**src/design/iptc_pkg.sv**
```systemverilog
package iptc_pkg;

  localparam logic [7:0] Marker = 8'h1C;
  localparam logic [15:0] ExtFlag = 16'h8000;
  localparam logic [15:0] ExtCountMask = 16'h7FFF;
  localparam logic [14:0] ExtCountMax = 15'd4;
  localparam logic [31:0] MinDatasetBytes = 32'd5;

  localparam logic [1:0] KindHeader = 2'd0;
  localparam logic [1:0] KindPayload = 2'd1;
  localparam logic [1:0] KindStatus = 2'd2;

  localparam logic [1:0] StatusOk = 2'd0;
  localparam logic [1:0] StatusUnsupported = 2'd1;
  localparam logic [1:0] StatusMalformed = 2'd2;
  localparam logic [1:0] StatusLimit = 2'd3;

  localparam logic [1:0] RegMaxCount = 2'd0;
  localparam logic [1:0] RegMaxLength = 2'd1;
  localparam logic [1:0] RegMaxTotal = 2'd2;

  typedef struct packed {
    logic [31:0] max_count;
    logic [31:0] max_length;
    logic [31:0] total_cap;
  } cfg_t;

  typedef struct packed {
    logic [1:0]  kind;
    logic [7:0]  record;
    logic [7:0]  dataset;
    logic [31:0] length;
    logic [31:0] index;
    logic [7:0]  pbyte;
    logic        pend;
    logic [1:0]  status;
    logic [31:0] decoded;
    logic        last;
  } result_t;

  typedef struct packed {
    logic    valid0;
    logic    valid1;
    result_t r0;
    result_t r1;
  } res_pair_t;

endpackage

```
**src/design/iptc_iim_dataset_parser.sv**
```systemverilog
// Channel   Handshake                  Beat contents
// data      data_valid / data_stall    data_byte, first_of_buffer, buffer_length
// result    result_valid / result_stall header, payload byte or end status
// config    cfg_write                  cfg_index, cfg_data
//
// One byte is accepted per cycle while data_stall is low; it is decoded in
// the cycle after it is taken. A byte gives zero, one or two result beats,
// which are registered into an eight-entry queue and leave from its head.
// The input stalls when the queue holds more than six beats, counting the byte
// in decode as two.
// Reset is synchronous, clears the parser and the queue and lifts all limits.
module iptc_iim_dataset_parser #(
  parameter int LENGTH_BITS = 32
) (
  input  logic        clk,
  input  logic        rst,
  input  logic        data_valid,
  output logic        data_stall,
  input  logic [7:0]  data_byte,
  input  logic        first_of_buffer,
  input  logic [31:0] buffer_length,
  output logic        result_valid,
  input  logic        result_stall,
  output logic [1:0]  result_kind,
  output logic [7:0]  record_number,
  output logic [7:0]  dataset_number,
  output logic [31:0] payload_length,
  output logic [31:0] dataset_index,
  output logic [7:0]  payload_byte,
  output logic        payload_end,
  output logic [1:0]  final_status,
  output logic [31:0] datasets_decoded,
  output logic        last_of_run,
  input  logic        cfg_write,
  input  logic [1:0]  cfg_index,
  input  logic [31:0] cfg_data
);

  iptc_pkg::cfg_t      cfg;
  iptc_pkg::res_pair_t res;
  iptc_pkg::result_t   head;
  logic                busy;
  logic                take;
  logic [3:0]          count;
  logic [4:0]          committed;

  assign committed = {1'b0, count} + {3'd0, busy, 1'b0};
  assign data_stall = (committed > 5'd6);
  assign take = data_valid && !data_stall;

  always_ff @(posedge clk) begin
    if (rst) begin
      cfg.max_count <= 32'hFFFF_FFFF;
      cfg.max_length <= 32'hFFFF_FFFF;
      cfg.total_cap <= '0;
    end else if (cfg_write) begin
      unique case (cfg_index)
        iptc_pkg::RegMaxCount: cfg.max_count <= cfg_data;
        iptc_pkg::RegMaxLength: cfg.max_length <= cfg_data;
        iptc_pkg::RegMaxTotal: cfg.total_cap <= cfg_data;
        default: begin
        end
      endcase
    end
  end

  iptc_core #(
    .LENGTH_BITS(LENGTH_BITS)
  ) u_core (
    .clk(clk),
    .rst(rst),
    .take(take),
    .data_byte(data_byte),
    .first_of_buffer(first_of_buffer),
    .buffer_length(buffer_length),
    .cfg(cfg),
    .busy(busy),
    .res(res)
  );

  iptc_rfifo u_fifo (
    .clk(clk),
    .rst(rst),
    .push(res),
    .pop(result_valid && !result_stall),
    .not_empty(result_valid),
    .count(count),
    .head(head)
  );

  assign result_kind = head.kind;
  assign record_number = head.record;
  assign dataset_number = head.dataset;
  assign payload_length = head.length;
  assign dataset_index = head.index;
  assign payload_byte = head.pbyte;
  assign payload_end = head.pend;
  assign final_status = head.status;
  assign datasets_decoded = head.decoded;
  assign last_of_run = head.last;

endmodule

```
**src/design/iptc_core.sv**
```systemverilog
module iptc_core #(
  parameter int LENGTH_BITS = 32
) (
  input  logic               clk,
  input  logic               rst,
  input  logic               take,
  input  logic [7:0]         data_byte,
  input  logic               first_of_buffer,
  input  logic [31:0]        buffer_length,
  input  iptc_pkg::cfg_t     cfg,
  output logic               busy,
  output iptc_pkg::res_pair_t res
);

  localparam logic [63:0] LenMaxWide = (64'd1 << LENGTH_BITS) - 64'd1;
  localparam logic [31:0] LenMax = (LENGTH_BITS >= 32) ? 32'hFFFF_FFFF : LenMaxWide[31:0];

  typedef enum logic [2:0] {
    PhIdle, PhMarker, PhRecord, PhDataset, PhLenHi, PhLenLo, PhExt, PhPayload
  } phase_t;

  logic        s1_valid;
  logic [7:0]  s1_byte;
  logic        s1_first;
  logic [31:0] s1_len;

  phase_t      phase, phase_next;
  logic [31:0] rem, rem_next;
  logic [7:0]  record, record_next;
  logic [7:0]  dataset, dataset_next;
  logic [7:0]  len_hi, len_hi_next;
  logic [2:0]  ext_left, ext_left_next;
  logic [31:0] acc, acc_next;
  logic [31:0] plen, plen_next;
  logic [31:0] prem, prem_next;
  logic [32:0] summed, summed_next;
  logic [31:0] counter, counter_next;
  logic [1:0]  err, err_next;

  logic        fin_go;
  logic [31:0] fin_raw;
  logic [31:0] fin_v;
  logic [32:0] sum_new;
  logic [15:0] len16;
  logic [14:0] ext_cnt;
  logic [31:0] acc_shift;
  logic [31:0] cur_rem;
  logic        active;
  logic        main_v;
  logic        st_v;
  iptc_pkg::result_t main_r;
  iptc_pkg::result_t st_r;

  assign busy = s1_valid;
  assign len16 = {len_hi, s1_byte};
  assign ext_cnt = len16[14:0] & iptc_pkg::ExtCountMask[14:0];
  assign acc_shift = {acc[23:0], s1_byte};
  assign fin_v = (fin_raw > LenMax) ? LenMax : fin_raw;
  assign sum_new = summed + {1'b0, fin_v};
  assign cur_rem = s1_first ? s1_len : rem;
  assign active = s1_valid && (s1_first ? (s1_len != 32'd0) : (phase != PhIdle));

  always_comb begin
    phase_next = phase;
    rem_next = rem;
    record_next = record;
    dataset_next = dataset;
    len_hi_next = len_hi;
    ext_left_next = ext_left;
    acc_next = acc;
    plen_next = plen;
    prem_next = prem;
    summed_next = summed;
    counter_next = counter;
    err_next = err;
    fin_go = 1'b0;
    fin_raw = '0;
    main_v = 1'b0;
    main_r = '0;
    st_v = 1'b0;

    if (s1_valid && s1_first) begin
      record_next = '0;
      dataset_next = '0;
      len_hi_next = '0;
      ext_left_next = '0;
      acc_next = '0;
      plen_next = '0;
      prem_next = '0;
      summed_next = '0;
      counter_next = '0;
      err_next = iptc_pkg::StatusOk;
      if (s1_len == 32'd0) begin
        phase_next = PhIdle;
        rem_next = '0;
        err_next = iptc_pkg::StatusUnsupported;
        st_v = 1'b1;
      end else begin
        phase_next = PhMarker;
        if (s1_byte != iptc_pkg::Marker) begin
          err_next = iptc_pkg::StatusUnsupported;
        end else if (cfg.total_cap != 32'd0 && s1_len > cfg.total_cap) begin
          err_next = iptc_pkg::StatusLimit;
        end else if (cfg.max_count == 32'd0) begin
          err_next = iptc_pkg::StatusLimit;
        end else if (s1_len < iptc_pkg::MinDatasetBytes) begin
          err_next = iptc_pkg::StatusMalformed;
        end else begin
          phase_next = PhRecord;
        end
      end
    end else if (active && err == iptc_pkg::StatusOk) begin
      unique case (phase)
        PhMarker: begin
          if (counter >= cfg.max_count) begin
            err_next = iptc_pkg::StatusLimit;
          end else if (rem < iptc_pkg::MinDatasetBytes) begin
            err_next = iptc_pkg::StatusMalformed;
          end else if (s1_byte != iptc_pkg::Marker) begin
            err_next = iptc_pkg::StatusMalformed;
          end else begin
            phase_next = PhRecord;
          end
        end
        PhRecord: begin
          record_next = s1_byte;
          phase_next = PhDataset;
        end
        PhDataset: begin
          dataset_next = s1_byte;
          phase_next = PhLenHi;
        end
        PhLenHi: begin
          len_hi_next = s1_byte;
          phase_next = PhLenLo;
        end
        PhLenLo: begin
          if ((len16 & iptc_pkg::ExtFlag) == 16'd0) begin
            fin_go = 1'b1;
            fin_raw = {16'd0, len16};
          end else if (ext_cnt == 15'd0 || ext_cnt > iptc_pkg::ExtCountMax) begin
            err_next = iptc_pkg::StatusMalformed;
          end else if ({17'd0, ext_cnt} >= rem) begin
            err_next = iptc_pkg::StatusMalformed;
          end else begin
            ext_left_next = ext_cnt[2:0];
            acc_next = '0;
            phase_next = PhExt;
          end
        end
        PhExt: begin
          acc_next = acc_shift;
          ext_left_next = ext_left - 3'd1;
          if (ext_left == 3'd1) begin
            fin_go = 1'b1;
            fin_raw = acc_shift;
          end
        end
        PhPayload: begin
          prem_next = prem - 32'd1;
          main_v = 1'b1;
          main_r.kind = iptc_pkg::KindPayload;
          main_r.record = record;
          main_r.dataset = dataset;
          main_r.length = plen;
          main_r.index = counter - 32'd1;
          main_r.pbyte = s1_byte;
          main_r.pend = (prem == 32'd1);
          if (prem == 32'd1) begin
            phase_next = PhMarker;
          end
        end
        default: begin
        end
      endcase

      if (fin_go) begin
        if (fin_v > cfg.max_length) begin
          err_next = iptc_pkg::StatusLimit;
        end else if (fin_v >= rem) begin
          err_next = iptc_pkg::StatusMalformed;
        end else begin
          summed_next = sum_new;
          if (cfg.total_cap != 32'd0 && sum_new > {1'b0, cfg.total_cap}) begin
            err_next = iptc_pkg::StatusLimit;
          end else begin
            plen_next = fin_v;
            prem_next = fin_v;
            counter_next = counter + 32'd1;
            phase_next = (fin_v == 32'd0) ? PhMarker : PhPayload;
            main_v = 1'b1;
            main_r.kind = iptc_pkg::KindHeader;
            main_r.record = record;
            main_r.dataset = dataset;
            main_r.length = fin_v;
            main_r.index = counter;
          end
        end
      end
    end

    if (active) begin
      rem_next = cur_rem - 32'd1;
      if (cur_rem <= 32'd1) begin
        st_v = 1'b1;
        phase_next = PhIdle;
      end
    end
  end

  always_comb begin
    st_r = '0;
    st_r.kind = iptc_pkg::KindStatus;
    st_r.status = err_next;
    st_r.decoded = counter_next;
    st_r.last = 1'b1;
    res = '0;
    if (main_v) begin
      res.valid0 = 1'b1;
      res.r0 = main_r;
      res.r0.last = !st_v;
      res.valid1 = st_v;
      res.r1 = st_r;
    end else begin
      res.valid0 = st_v;
      res.r0 = st_r;
    end
  end

  always_ff @(posedge clk) begin
    if (rst) begin
      s1_valid <= 1'b0;
      phase <= PhIdle;
      rem <= '0;
      record <= '0;
      dataset <= '0;
      len_hi <= '0;
      ext_left <= '0;
      acc <= '0;
      plen <= '0;
      prem <= '0;
      summed <= '0;
      counter <= '0;
      err <= iptc_pkg::StatusOk;
    end else begin
      s1_valid <= take;
      if (s1_valid) begin
        phase <= phase_next;
        rem <= rem_next;
        record <= record_next;
        dataset <= dataset_next;
        len_hi <= len_hi_next;
        ext_left <= ext_left_next;
        acc <= acc_next;
        plen <= plen_next;
        prem <= prem_next;
        summed <= summed_next;
        counter <= counter_next;
        err <= err_next;
      end
    end
    if (take) begin
      s1_byte <= data_byte;
      s1_first <= first_of_buffer;
      s1_len <= buffer_length;
    end
  end

  a_second_is_status: assert property (@(posedge clk) disable iff (rst)
    res.valid1 |-> (res.valid0 && res.r1.kind == iptc_pkg::KindStatus))
    else $error("second result of a byte is not a status");

  a_status_idles: assert property (@(posedge clk) disable iff (rst)
    (res.valid0 && res.r0.last && res.r0.kind != iptc_pkg::KindStatus
     && !res.valid1) |=> phase != PhIdle || $past(s1_first))
    else $error("parser went idle without a status beat");

  a_header_counts: assert property (@(posedge clk) disable iff (rst)
    (res.valid0 && res.r0.kind == iptc_pkg::KindHeader) |=> counter == $past(counter) + 32'd1)
    else $error("header beat without a dataset count step");

endmodule

```
**src/design/iptc_rfifo.sv**
```systemverilog
module iptc_rfifo (
  input  logic                clk,
  input  logic                rst,
  input  iptc_pkg::res_pair_t push,
  input  logic                pop,
  output logic                not_empty,
  output logic [3:0]          count,
  output iptc_pkg::result_t   head
);

  localparam int Depth = 8;

  iptc_pkg::result_t mem [Depth];
  logic [2:0] wptr;
  logic [2:0] rptr;
  logic [2:0] wptr_b;
  logic [1:0] n_push;

  assign not_empty = (count != 4'd0);
  assign head = mem[rptr];
  assign wptr_b = wptr + {2'd0, push.valid0};
  assign n_push = {1'b0, push.valid0} + {1'b0, push.valid1};

  always_ff @(posedge clk) begin
    if (rst) begin
      wptr <= '0;
      rptr <= '0;
      count <= '0;
    end else begin
      wptr <= wptr + {1'b0, n_push};
      rptr <= rptr + {2'd0, pop};
      count <= count + {2'd0, n_push} - {3'd0, pop};
    end
    if (push.valid0) begin
      mem[wptr] <= push.r0;
    end
    if (push.valid1) begin
      mem[wptr_b] <= push.r1;
    end
  end

  a_no_overflow: assert property (@(posedge clk) disable iff (rst)
    count <= 4'(Depth))
    else $error("result queue overflow");

endmodule
```
**config.mk**
```make
export PLATFORM = sky130hd
export DESIGN_NAME = iptc_iim_dataset_parser
export DESIGN_NICKNAME = d
export VERILOG_FILES = /design/src/design/iptc_pkg.sv /design/src/design/iptc_iim_dataset_parser.sv /design/src/design/iptc_core.sv /design/src/design/iptc_rfifo.sv
export SDC_FILE = /design/constraint.sdc
export NUM_CORES = 2
export LEC_CHECK = 0
export BUFFER_PORTS_ARGS = -buffer_cell sky130_fd_sc_hd__buf_4
export CORE_ASPECT_RATIO = 1.75
export CORE_MARGIN = 5
export CORE_UTILIZATION = 50
export DETAILED_ROUTE_END_ITERATION = 10
export GPL_TIMING_DRIVEN = 0
export HOLD_SLACK_MARGIN = 0.1
export PLACE_DENSITY = 0.69
export SYNTH_ARGS = -nofsm -noshare
export SYNTH_HDL_FRONTEND = slang
export SYNTH_SLANG_ARGS = --single-unit
export TNS_END_PERCENT = 50
```
**constraint.sdc**
```tcl
create_clock -name clk -period 30.1 [get_ports clk]
set_input_delay 0 -clock clk [delete_from_list [all_inputs] [get_ports clk]]
set_output_delay 0 -clock clk [all_outputs]
set_load 0.01 [all_outputs]
```
==> results by group <==
Cells and area
  • Layout cells sized above 1: 0.129
  • Final Non-Filler Cells: around 8,600
  • Final instance area: between 70,000 and 80,000 um^2
  • Final layout net count: 7,169
  • Area Growth Syn to Fin: 15.6%
  • Fin util: 0.579

Yosys
  • Most frequent cells after synthesis: dfxtp_1 (1,044), nand2_1 (724), o21ai_0 (596)
  • Asr flop ratio synth: 0
  • Yosys Warn Count: 0
  • Post-Syn Area: ~63,000 um^2
  • Syn avg cell area: 9.99 um^2
  • Synth Flop Type: dfxtp_1
  • Synthesized instance count: ~6,400
  • Main area contributors after synthesis: dfxtp_1 (33%), edfxtp_1 (16%), mux4_2 (8.9%), o21ai_0 (4.7%), ha_1 (4.5%)
  • Flops & latches, synth: 1,373
  • Most frequent cell after synthesis: dfxtp_1
  • Seq/Total Area, Yosys: 0.485
  • Netlist cell types: 91
  • Number of enable flip-flop cells after synthesis: 329
  • Synth area leader: dfxtp_1
  • Top cell type's share of synthesized area: 0.329
  • Post-Syn Nets: 6,662

Global routing
  • Initial antenna violation count: 5
  • Vias in the first global route: around 55,000
  • Largest net degree at the start of global routing: 38
  • Remaining Overflow, GRT: 0
  • First-pass GRT wire length: ~340 mm
  • Global Route Usage Sum: 0.339

Floorplan
  • IO Pins: 208
  • Initial Util: 0.501
  • Row Count: 173
  • Core Box Area: about 130,000 um^2
  • Die Height: 481 um
  • Die span in x: 279 um
  • Die area: 134,000 um^2

Timing
  • RSZ-0062 raised after global routing: no
  • Final count of hold timing violations: 0
  • Final setup fails: 0
  • Achievable frequency: 70.2 MHz
  • Worst-Margin Slew: 1.63 ns
  • Max-slew violations: 8
  • Skew final: 0.0380 ns
  • Crit path time final: 14.24 ns
  • Worst Slack Setup Final: 15.86 ns
  • Fin crit share: 0.473
  • TNS Setup: 0 ns
  • Slew Limit Headroom: -0.0928

Setup path
  • Crit path max fanout: 31
  • Crit path capture type: register
  • CP max stage delay: between 0.7 and 0.8 ns
  • CP arrival: 14.76 ns
  • Crit-path most repeated cell: ha_1
  • Critical Path RT: 30.63 ns
  • Critical path type: reg -> reg
  • CP startpoint kind: register
  • Worst-path cell with the longest stage delay: nor2_1

Placed design
  • Gpl congestion: around 1.0
  • PortBufs: 206
  • Pre-CTS setup slack: 15.90 ns
  • DP Wirelength: 175 mm
  • Post-Place Cells: 8,229
  • Placed inst area: 67,300 um^2

Clock network
  • Clock Latency Late Sink: 0.81 ns
  • Clk root buf: clkbuf_16
  • Total CTS buffers: 131
  • # clock sinks: between 1,000 and 1,500
  • CTS tree: done
  • # resized after CTS: 0
  • Postcts setup bufs: 0
  • Maximum clock path buffer count: 3
  • H-tree depth: 4
  • Worst-path clk slew: 0.06 ns

Routing
  • Number of routed nets with antenna violations: 0
  • Via density: between 6 and 7
  • Initial DRC count: 5,067
  • Via count: 54,483
  • DRC Markers: 0
  • Iteration count of the initial detailed-routing pass: 7
  • Drt total wl: roughly 230 mm
  • WL per Instance: 27.1 um

Flow run
  • Max-cap violation count: 1

Power and ir drop
  • Peak supply drop: 0.0585 mV
  • Pleak: 27.5 nW
  • Power per cell area: 60.4 nW/um^2

Run status
  • Failing checks: max-capacitance violations, max-slew violations
  • Outcome: finished, violations left

Min path
  • Worst Hold Class: in -> reg
## worst paths after layout
| kind | start | endpoint | slack, ns | cells after the start |
|---|---|---|---|---|
| worst min-delay path | rst | u_core.phase[1] | 0.19 | 4 |
| worst max-delay path | u_core.s1_first | u_fifo.mem[6][19] | 15.86 | 40 |
| worst max register to register | u_core.s1_first | u_fifo.mem[6][19] | 15.86 | 40 |
| worst min register to register | u_core.plen[7] | u_core.plen[7] | 0.44 | 2 |
## through the flow
stage / total power, mW / hold WS [ns]
final: 4.43 / 0.192
after floorplan: 2.42 / 0.0989
after CTS: 4.42 / 0.132
after global placement: 2.70 / 0.178
after global routing: 4.55 / 0.121
after detailed placement: 2.71 / 0.179
## kinds of logic (layout without fill, tap and decap cells)
logic type	Yosys count	count (layout)	synth area share
compound gates	1726	1726	0.166
flops	1373	1373	0.485
buf+inv	664	1279	0.0410
other cells	0	5	0
simple gates	1820	1820	0.127
fa+ha+maj	234	234	0.0464
xor+xnor	82	82	0.0113
mux	451	451	0.123
## cell usage in the layout, fill, tap and decap left out, types with 21 or more instances in the layout
cell | synthesis | routed
nor2_1 | 566 | 565
inv_1 | 187 | 179
xor2_1 | 25 | 25
a21o_1 | 52 | 52
and2_1 | 27 | 27
or3_1 | 21 | 21
clkbuf_16 | 0 | 134
nor2b_1 | 23 | 23
mux4_2 | 252 | 252
nor3_1 | 110 | 108
dfxtp_1 | 1044 | 1044
o21ai_1 | 32 | 32
xnor2_1 | 57 | 57
and3_1 | 26 | 26
buf_1 | 54 | 54
mux2_2 | 134 | 134
ha_1 | 229 | 229
nor4_1 | 79 | 79
o31ai_1 | 21 | 21
buf_4 | 19 | 225
nand2_1 | 724 | 724
a22o_1 | 152 | 152
a21oi_1 | 511 | 511
mux2i_1 | 65 | 65
nand4_1 | 63 | 63
a22oi_1 | 55 | 55
o211ai_1 | 80 | 80
edfxtp_1 | 329 | 329
clkbuf_1 | 376 | 407
o21a_1 | 21 | 21
buf_2 | 25 | 25
dlygate4sd3_1 | 0 | 155
o21ai_0 | 596 | 596
nand3_1 | 89 | 89
a32oi_1 | 22 | 22
## layout make-up
type / count / area (um^2)
Tap cell: 1662 / 2080
Inverter: 188 / 706
Clock inverter: 60 / 782
Multi-Input combinational cell: 4313 / 30100
Buffer: 476 / 1900
Timing Repair Buffer: 374 / 3320
Sequential cell: 1373 / 30800
Antenna cell: 5 / 12.5
Fill cell: 10972 / 53300
Clock buffer: 181 / 3680
## timing repair
action,in CTS,in global routing
endpoints found under the hold margin,185,0
endpoints found under the setup margin,0,0
hold buffers,155,0
## layer usage
layer	track usage	part of all wire	wire [um]
met4	0.280	0.10	23800
met3	0.0651	0.078	18200
met5	0	0.00012	29
met1	0.363	0.34	79000
met2	0.577	0.48	113000
## where the power goes
group | switching, mW | internal (mW) | leakage (nW)
Sequential | 0.0449 | 1.91 | 11.7
Clock | 0.784 | 0.947 | 2.17
Combinational | 0.432 | 0.314 | 13.6
Total | 1.26 | 3.17 | 27.5
## state kept, by name, indices dropped and copies added, names as in the netlist, 4 cells and up
signal	flops
u_core.prem	32
u_core.acc	24
u_core.len_hi	8
u_core.record	8
u_core.s1_byte	8
u_fifo.count	4
u_core.counter	32
u_core.plen	32
u_core.dataset	8
u_core.summed	33
u_core.rem	32
u_core.s1_len	32
u_fifo.mem	1008
cfg	96
## critical path, delay by kind of cell (launching register included)
kind | cells | cell delay (ns)
compound gates | 14 | 4.30
xor+xnor | 2 | 0.66
fa+ha+maj | 6 | 1.95
buf+inv | 12 | 4.48
flops | 1 | 0.33
simple gates | 6 | 2.19
(Power assumes the default switching activity.)
